===== src/sv/iol_pkg.sv =====
// ----------------------------------------------------------------------------
// iol_pkg
// Types and codes shared by the ordered list controller and datapath.
// ----------------------------------------------------------------------------
`timescale 1ns / 1ps
`default_nettype none
package iol_pkg;

  // operation codes
  localparam logic [2:0] OP_READ   = 3'd0;
  localparam logic [2:0] OP_HEAD   = 3'd1;
  localparam logic [2:0] OP_TAIL   = 3'd2;
  localparam logic [2:0] OP_AT     = 3'd3;
  localparam logic [2:0] OP_DELETE = 3'd4;

  // status codes
  localparam logic [1:0] ST_DONE  = 2'd0;
  localparam logic [1:0] ST_RANGE = 2'd1;
  localparam logic [1:0] ST_FULL  = 2'd2;

  localparam int unsigned POS_W = 7;
  localparam int unsigned VAL_W = 32;

  // what the latched request still has to do
  typedef enum logic [1:0] {
    MODE_NONE = 2'd0,
    MODE_READ = 2'd1,
    MODE_INS  = 2'd2,
    MODE_DEL  = 2'd3
  } mode_t;

  // controller to datapath
  typedef struct packed {
    logic load;   // latch request and classify it
    logic rd;     // issue memory read
    logic step;   // consume read data
    logic fin;    // finish request, present result
  } cmd_t;

  // datapath to controller
  typedef struct packed {
    mode_t mode;
    logic  more;      // another shift step is needed
    logic  out_free;  // result register can take a new result
  } stat_t;

endpackage
`default_nettype wire


===== src/sv/iol_ctrl.sv =====
// ----------------------------------------------------------------------------
// iol_ctrl
// Sequencer: decode, shift loop over the entry memory, then finish.
// ----------------------------------------------------------------------------
`timescale 1ns / 1ps
`default_nettype none
module iol_ctrl (
  input  wire            clk,
  input  wire            rst_n,
  input  wire            in_tvalid,
  output logic           in_tready,
  input  iol_pkg::stat_t stat,
  output iol_pkg::cmd_t  cmd
);
  import iol_pkg::*;

  typedef enum logic [4:0] {
    S_IDLE = 5'b00001,
    S_DEC  = 5'b00010,
    S_RD   = 5'b00100,
    S_WR   = 5'b01000,
    S_FIN  = 5'b10000
  } state_t;

  state_t state_r, state_nxt;

  assign in_tready = (state_r == S_IDLE);

  // next state and commands
  always_comb begin
    state_nxt = state_r;
    cmd       = '0;
    unique case (state_r)
      S_IDLE: begin
        if (in_tvalid && in_tready) begin
          cmd.load  = 1'b1;
          state_nxt = S_DEC;
        end
      end
      S_DEC: begin
        unique case (stat.mode)
          MODE_READ: state_nxt = S_RD;
          MODE_INS,
          MODE_DEL:  state_nxt = stat.more ? S_RD : S_FIN;
          default:   state_nxt = S_FIN;
        endcase
      end
      S_RD: begin
        cmd.rd    = 1'b1;
        state_nxt = S_WR;
      end
      S_WR: begin
        cmd.step  = 1'b1;
        state_nxt = (stat.mode == MODE_READ) ? S_FIN : S_DEC;
      end
      S_FIN: begin
        // hold the finished request until the result register is free
        if (stat.out_free) begin
          cmd.fin   = 1'b1;
          state_nxt = S_IDLE;
        end
      end
      default: state_nxt = S_IDLE;
    endcase
  end

  always_ff @(posedge clk) begin
    if (!rst_n) begin
      state_r <= S_IDLE;
    end else begin
      state_r <= state_nxt;
    end
  end

endmodule
`default_nettype wire


===== src/sv/iol_datapath.sv =====
// ----------------------------------------------------------------------------
// iol_datapath
// Entry memory, count, shift index and the result register.
// ----------------------------------------------------------------------------
`timescale 1ns / 1ps
`default_nettype none
module iol_datapath #(
  parameter int unsigned CAPACITY = 64
) (
  input  wire                          clk,
  input  wire                          rst_n,
  input  iol_pkg::cmd_t                cmd,
  output iol_pkg::stat_t               stat,
  input  wire [2:0]                    req_op,
  input  wire [iol_pkg::POS_W-1:0]     req_pos,
  input  wire signed [iol_pkg::VAL_W-1:0] req_val,
  output logic                         out_valid,
  input  wire                          out_ready,
  output logic signed [iol_pkg::VAL_W-1:0] out_value,
  output logic [1:0]                   out_status,
  output logic [iol_pkg::POS_W-1:0]    out_count
);
  import iol_pkg::*;

  localparam int unsigned CW = $clog2(CAPACITY + 1);
  localparam int unsigned AW = $clog2(CAPACITY);
  localparam int unsigned EW = (CW > POS_W) ? CW : POS_W;
  localparam logic [EW-1:0] CAP_E = EW'(CAPACITY);

  logic signed [VAL_W-1:0] mem [CAPACITY];
  logic signed [VAL_W-1:0] rdata_r;
  logic [CW-1:0]           count_r;
  logic [CW-1:0]           idx_r;
  logic [CW-1:0]           tgt_r;
  logic signed [VAL_W-1:0] val_r;
  logic signed [VAL_W-1:0] rd_r;
  logic [1:0]              st_r;
  mode_t                   mode_r;
  logic                    out_valid_r;
  logic signed [VAL_W-1:0] out_value_r;
  logic [1:0]              out_status_r;
  logic [CW-1:0]           out_count_r;

  logic [EW-1:0] pos_e, cnt_e;
  logic          full;
  mode_t         mode_nxt;
  logic [1:0]    st_nxt;
  logic [CW-1:0] tgt_nxt;
  logic [CW-1:0] raddr;

  assign pos_e = EW'(req_pos);
  assign cnt_e = EW'(count_r);
  assign full  = (cnt_e >= CAP_E);

  // classify a new request against the current count
  always_comb begin
    mode_nxt = MODE_NONE;
    st_nxt   = ST_DONE;
    tgt_nxt  = '0;
    unique case (req_op)
      OP_READ: begin
        if (pos_e < cnt_e) mode_nxt = MODE_READ;
        else               st_nxt   = ST_RANGE;
        tgt_nxt = CW'(req_pos);
      end
      OP_HEAD: begin
        if (full) st_nxt = ST_FULL;
        else      mode_nxt = MODE_INS;
      end
      OP_TAIL: begin
        if (full) st_nxt = ST_FULL;
        else      mode_nxt = MODE_INS;
        tgt_nxt = count_r;
      end
      OP_AT: begin
        priority if (pos_e > cnt_e) st_nxt = ST_RANGE;
        else if (full)              st_nxt = ST_FULL;
        else                        mode_nxt = MODE_INS;
        tgt_nxt = CW'(req_pos);
      end
      OP_DELETE: begin
        if (pos_e >= cnt_e) st_nxt = ST_RANGE;
        else                mode_nxt = MODE_DEL;
        tgt_nxt = CW'(req_pos);
      end
      default: ;
    endcase
  end

  // read address follows the shift direction
  always_comb begin
    unique case (mode_r)
      MODE_INS: raddr = idx_r - CW'(1);
      MODE_DEL: raddr = idx_r + CW'(1);
      default:  raddr = idx_r;
    endcase
  end

  assign stat.mode     = mode_r;
  assign stat.more     = (mode_r == MODE_INS) ? (idx_r > tgt_r)
                                              : ((idx_r + CW'(1)) < count_r);
  assign stat.out_free = !out_valid_r || out_ready;

  // request registers and shift index
  always_ff @(posedge clk) begin
    if (cmd.load) begin
      mode_r <= mode_nxt;
      st_r   <= st_nxt;
      tgt_r  <= tgt_nxt;
      val_r  <= req_val;
      rd_r   <= (st_nxt == ST_RANGE && req_op == OP_READ) ? -32'sd1 : 32'sd0;
      idx_r  <= (mode_nxt == MODE_INS) ? count_r : tgt_nxt;
    end else if (cmd.step) begin
      unique case (mode_r)
        MODE_READ: rd_r  <= rdata_r;
        MODE_INS:  idx_r <= idx_r - CW'(1);
        MODE_DEL:  idx_r <= idx_r + CW'(1);
        default: ;
      endcase
    end
  end

  // entry memory, registered read
  always_ff @(posedge clk) begin
    if (cmd.rd) begin
      rdata_r <= mem[raddr[AW-1:0]];
    end
    if (cmd.step && (mode_r == MODE_INS || mode_r == MODE_DEL)) begin
      mem[idx_r[AW-1:0]] <= rdata_r;
    end else if (cmd.fin && mode_r == MODE_INS) begin
      mem[tgt_r[AW-1:0]] <= val_r;
    end
  end

  // count and result register
  always_ff @(posedge clk) begin
    if (!rst_n) begin
      count_r     <= '0;
      out_valid_r <= 1'b0;
    end else begin
      if (cmd.fin && mode_r == MODE_INS) count_r <= count_r + CW'(1);
      if (cmd.fin && mode_r == MODE_DEL) count_r <= count_r - CW'(1);
      if (cmd.fin)            out_valid_r <= 1'b1;
      else if (out_ready)     out_valid_r <= 1'b0;
    end
  end

  always_ff @(posedge clk) begin
    if (cmd.fin) begin
      out_value_r  <= rd_r;
      out_status_r <= st_r;
      unique case (mode_r)
        MODE_INS: out_count_r <= count_r + CW'(1);
        MODE_DEL: out_count_r <= count_r - CW'(1);
        default:  out_count_r <= count_r;
      endcase
    end
  end

  assign out_valid  = out_valid_r;
  assign out_value  = out_value_r;
  assign out_status = out_status_r;
  assign out_count  = POS_W'(out_count_r);

`ifndef SYNTH
  a_count_cap: assert property (@(posedge clk) disable iff (!rst_n)
    (EW'(count_r) <= CAP_E)) else $error("count above capacity");
  a_count_fin: assert property (@(posedge clk) disable iff (!rst_n)
    !cmd.fin |=> (count_r == $past(count_r))) else $error("count moved outside finish");
  a_count_rej: assert property (@(posedge clk) disable iff (!rst_n)
    (cmd.fin && st_r != ST_DONE) |=> (count_r == $past(count_r)))
    else $error("rejected request changed count");
  a_res_count: assert property (@(posedge clk) disable iff (!rst_n)
    cmd.fin |=> (out_count_r == count_r)) else $error("result count mismatch");
`endif

endmodule
`default_nettype wire


===== src/sv/indexed_ordered_list.sv =====
// ----------------------------------------------------------------------------
// indexed_ordered_list
// Bounded ordered list of signed 32-bit values with positional requests.
// ----------------------------------------------------------------------------
// channel  dir  tdata                          tuser
// in       in   [6:0] position, [38:7] value   [2:0] operation
// out      out  [31:0] read_value, [38:32] cnt [1:0] status
//
// Read: decode, read, take the data, finish. Insert and delete: the shift
// loop moves one entry per pass over the single-port entry memory (decide,
// read, then write back one place along). Rejected requests: decode, finish.
// Synchronous active-low reset clears the count; entries need no clearing.
// A new request is taken whenever the sequencer is idle; the finish step
// waits while the result register still holds an unaccepted result.
// ----------------------------------------------------------------------------
`timescale 1ns / 1ps
`default_nettype none
module indexed_ordered_list #(
  parameter int unsigned CAPACITY = 64
) (
  input  wire         clk,
  input  wire         rst_n,
  input  wire         in_tvalid,
  output logic        in_tready,
  input  wire  [39:0] in_tdata,   // position[6:0], value[38:7]
  input  wire  [2:0]  in_tuser,   // operation[2:0]
  output logic        out_tvalid,
  input  wire         out_tready,
  output logic [39:0] out_tdata,  // read_value[31:0], entry_count[38:32]
  output logic [1:0]  out_tuser   // status[1:0]
);
  import iol_pkg::*;

  cmd_t  cmd;
  stat_t stat;
  logic signed [VAL_W-1:0] res_value;
  logic [POS_W-1:0]        res_count;

  iol_ctrl u_ctrl (
    .clk       (clk),
    .rst_n     (rst_n),
    .in_tvalid (in_tvalid),
    .in_tready (in_tready),
    .stat      (stat),
    .cmd       (cmd)
  );

  iol_datapath #(.CAPACITY(CAPACITY)) u_dp (
    .clk        (clk),
    .rst_n      (rst_n),
    .cmd        (cmd),
    .stat       (stat),
    .req_op     (in_tuser),
    .req_pos    (in_tdata[6:0]),
    .req_val    (in_tdata[38:7]),
    .out_valid  (out_tvalid),
    .out_ready  (out_tready),
    .out_value  (res_value),
    .out_status (out_tuser),
    .out_count  (res_count)
  );

  assign out_tdata = {1'b0, res_count, res_value};

endmodule
`default_nettype wire


===== config.mk =====
export PLATFORM = sky130hd
export DESIGN_NAME = indexed_ordered_list
export DESIGN_NICKNAME = d
export VERILOG_FILES = /design/src/sv/iol_pkg.sv /design/src/sv/iol_ctrl.sv /design/src/sv/iol_datapath.sv /design/src/sv/indexed_ordered_list.sv
export SDC_FILE = /design/constraint.sdc
export NUM_CORES = 2
export LEC_CHECK = 0
export BUFFER_PORTS_ARGS = -buffer_cell sky130_fd_sc_hd__buf_4
export CAP_MARGIN = 20
export CORE_MARGIN = 8
export CORE_UTILIZATION = 40
export CTS_BUF_LIST = sky130_fd_sc_hd__clkbuf_8 sky130_fd_sc_hd__clkbuf_16
export DETAILED_ROUTE_END_ITERATION = 8
export GPL_ROUTABILITY_DRIVEN = 0
export SYNTH_ARGS = -nofsm -noshare
export SYNTH_HDL_FRONTEND = slang
export SYNTH_HIERARCHICAL = 1
export SYNTH_SLANG_ARGS = --single-unit

===== constraint.sdc =====
create_clock -name clk -period 22.1 [get_ports clk]
set_clock_uncertainty 0.15 [all_clocks]
set_input_delay 2.21 -clock clk [delete_from_list [all_inputs] [get_ports clk]]
set_output_delay 2.21 -clock clk [all_outputs]
set_load 0.005 [all_outputs]

==> run summary <==
From synthesis to final layout, the design area changed by 13.3%. Before CTS, the worst setup slack after placement is 15.13 ns. The buffers inserted during post-CTS setup optimization came out at 0. The number of buffers and inverters on the critical path came out at 6.

TritonCTS built the clock tree. The post-synthesis sequential area ratio came out at 0.750. The type of origin of the critical path is a flop. The number of global-route vias before repair is 48100. Summed over all cells, the static leakage comes to 31.9 nW. In the routed layout, each cell is associated on average with a via count of 5.47. The worst endpoint required time is 22.63 ns. The buffer depth of the longest clock path is 3. Counting the fill cells in the layout gives 19000. Buffers placed on the I/O ports in this run total 88. The startpoint identified for the worst register-to-register timing path is u_dp/mode_r[1]. For this run, the number of Yosys warnings is 6. The maximum clock frequency came out at 0.157 GHz. The largest voltage drop on the vdd net is 0.0000744 V.

The end of the worst register-to-register path is u_dp/rdata_r[8]. The combined area of the multi-input logic cells is 0.0212 sq mm. The number of maximum-capacitance violations came out at 0.

The first global-routing pass estimated 316 mm of wire. The antenna violation net count after detailed routing is 0. The initial antenna violation count is 4. Counting flops and latches in the post-synthesis netlist gives 2216.

In the synthesized netlist the dominant register cell turns out to be edfxtp_1. The flow ran to the end, and the final reports show no timing, DRC or antenna violations. The async set-or-reset flop fraction in the synthesized netlist is 0. Of the post-synthesis cell area, the dominant cell type holds 0.747. Walking the worst path, the cells encountered are buf_4 -> xnor2_2 -> buf_4 -> buf_4 -> buf_12 -> buf_4 -> buf_4 -> a211oi_1 -> a31oi_1 -> mux4_2 -> a22oi_1 -> nand2_1. The count of standard-cell rows is 172.

The area of the mapped netlist is 0.0886 sq mm. Buffers inserted to repair hold after CTS numbered 0. In the final layout, flip-flops and latches occupy 0.0664 sq mm. The final count of hold timing violations is 0. The net count after synthesis came out at 5995. The net total in the final layout is 6043. The violation count after the first detailed-route iteration is 4330. The setup slack of the most critical reg-to-reg path is 15.72 ns.

Counting distinct cell types in the post-synthesis netlist gives 66. The areal power density over the cells is 95.4 mW/mm^2. Summed over all nets, the half-perimeter wirelength after detailed placement is 114 mm. Across every metal layer, demand over resource in global routing totals 0.174. The total via count after detailed routing is 50000. Setup repair after global routing left no endpoint under its margin. After clock tree synthesis, the clock-pin slew on the worst setup and hold paths is 0.06 ns. Global routing finished with a remaining overflow of 0.

In this run the count of I/O pins placed on the die edge is 91. The count of mapped cells out of synthesis is 5924. The mean cell area of the mapped netlist came out at 15.0 sq um. The overall die area is 0.237 sq mm. Setup violations remaining at the end of the flow were counted as 0. The dominant cell type by count on the critical path is buf_4. In the finished design, the share of the clock period the worst path needs comes to 0.289. The number of gates resized after CTS was 0. The data arrival time of the worst path came out at 6.91 ns.

The worst path meets setup with 15.72 ns of slack. The later-pin clock latency in the skew report came out at 0.86 ns. The critical path start-end classification is reg -> reg. Entering global routing, the biggest net connects 203 pins. The largest fanout of any net on the critical path is 175.

The most critical setup path has its startpoint at u_dp/mode_r[1]. After detailed routing, the number of remaining DRC violations is 0. The area of the core came out at 0.220 sq mm. The worst pin sits at a relative slew slack of 0.192.

The endpoint class of the critical path is a flop. The number of flops mapped to enable cells by yosys is 2203. The final critical path time including I/O delays and setup came out at 6.38 ns. The path depth of the worst reg2reg path is 12. The total iterations of the first detailed-routing run came out at 7. The slew at the pin with the worst max-slew slack came out at 1.21 ns.

The classification of the worst-slack hold path is reg -> reg. The number of cells on the worst hold path came out at 0. From left edge to right edge, the die measures 487 um. The wire length after detailed routing is 213 mm.

Ranked by total cell area, the synthesized netlist is headed by edfxtp_1 75%, nand2_1 4.8%, a211oi_1 4.3%, a31oi_1 3.6%, mux4_2 3.3%. The vertical die dimension is 487 um. The share of layout cells above drive strength 1 came out at 0.130.

The clock buffer count from CTS is 221. The final setup TNS came out at 0 ns. The final number of max-transition violations came out at 0.

Of all cell types, the one taking the most synthesized area is edfxtp_1. The detailed-route wire length per cell came out at 23.3 um. The worst hold path begins at u_dp/rd_r[16]. The initial core utilization is 0.403. The path with the worst hold slack has its endpoint at u_dp/out_value[16]. The TritonCTS sink count came out at 2216. The cell with the biggest individual delay on the critical path is buf_4. The maximum single-stage delay on the critical path came out at 0.85 ns. The kind of cell with the highest combined delay along the critical path is buffers and inverters. Clock tree synthesis selected as its root buffer the cell clkbuf_16. The level count of the clock H-tree is 4.
## sequential cells by signal (all words and copies together) (netlist names), 5 cells and up
signal	flops
u_dp/mem	2048
u_dp/out_value	32
u_dp/rd_r	32
u_dp/rdata_r	32
u_dp/val_r	32
u_dp/cnt_e	7
u_dp/idx_r	7
u_dp/out_count	7
u_dp/tgt_r	7
u_ctrl/state_r	5
## per-layer routing
layer  track usage  wire [um]  vias to the layer above
li1              -          -                    22800
met5             0          0                        -
met1         0.243      91900                    25300
met3        0.0352      15600                      314
met4        0.0425       4630                        0
met2         0.283     101000                     1546
## metrics by stage
stage	util	cells	hold WS, ns	power (mW)	cell area (sq um)
floorplan	-	5924	0.250	5.68	88600
global placement	0.425	8707	0.254	6.08	93400
detailed placement	0.425	8707	0.255	6.10	93400
CTS	0.456	9123	0.257	9.65	100000
global route	0.456	9125	0.265	9.93	100000
finish	0.456	9131	0.259	9.58	100000
## where the power goes
part	total, mW	internal, mW	switching, mW
registers	4.59	4.58	0.0104
clock network	3.56	1.99	1.58
logic	1.42	0.512	0.909
## cells by family (layout without fill, tap and decap cells)
group | after synthesis | count (layout) | share of synthesized area
AO/OA/AOI/OAI | 1223 | 1223 | 0.0940
XOR/XNOR | 26 | 26 | 0.00266
adder cells (fa/ha/maj) | 24 | 24 | 0.00339
buffers and inverters | 475 | 716 | 0.0217
flip-flops | 2216 | 2216 | 0.750
multiplexers | 148 | 148 | 0.0350
other | 1 | 9 | 0.0000423
AND/OR/NAND/NOR | 1811 | 1811 | 0.0936
## worst max path at each step
stage,to,slack [ns],depth (start not counted)
2_1_floorplan,u_dp/mem[0][13],11.74,9
3_3_place_gp,u_dp/mem[35][6],15.25,13
3_5_place_dp,u_dp/mem[35][4],15.13,13
4_1_cts,u_dp/rdata_r[9],15.74,12
5_1_grt,u_dp/rdata_r[4],15.40,12
6_report,u_dp/rdata_r[8],15.72,12
## synth_stat cells (all sizes together) (2+ instances only)
master	instances
nand2b	7
or4b	3
nor4b	3
nand2	1133
mux4	128
edfxtp	2203
a21o	4
mux2i	19
nand4	4
nor2	87
or4	2
o21a	5
clkbuf	315
a21oi	19
xor2	7
xnor2	19
and2	521
nand3	17
o32ai	2
nor2b	8
or2	3
a31oi	512
o31ai	6
inv	54
a21boi	3
buf	105
ha	24
nor4	4
nor3	8
and3	4
o21ai	83
o22ai	2
a31o	2
a22oi	64
nand4b	2
dfxtp	13
a211oi	513
## layout make-up
type | instances | area share
Antenna cell | 8 | 0.000200
Tap cell | 2958 | 0.0369
Sequential cell | 2216 | 0.662
Clock buffer | 221 | 0.0551
Clock inverter | 195 | 0.0140
Timing Repair Buffer | 245 | 0.0187
Multi-Input combinational cell | 3233 | 0.211
Inverter | 55 | 0.00207
## cells in the final DEF, fill, tap and decap left out, drive strengths merged, types with 4 or more instances in the layout
cell,netlist,layout
clkbuf,315,221
bufinv,0,14
o21a,5,5
and2,521,521
a22oi,64,64
inv,54,109
mux2i,19,19
a31oi,512,512
o21ai,83,83
diode,0,8
nand3,17,17
a21oi,19,19
o31ai,6,6
dfxtp,13,13
xor2,7,7
edfxtp,2203,2203
a21o,4,4
a211oi,513,513
nand2b,7,7
nand4,4,4
nor2,87,87
ha,24,24
and3,4,4
clkinv,1,124
mux4,128,128
nand2,1133,1133
buf,105,245
xnor2,19,19
nor2b,8,8
nor3,8,8
nor4,4,4
Note: power is estimated with default switching activity, not from simulation.
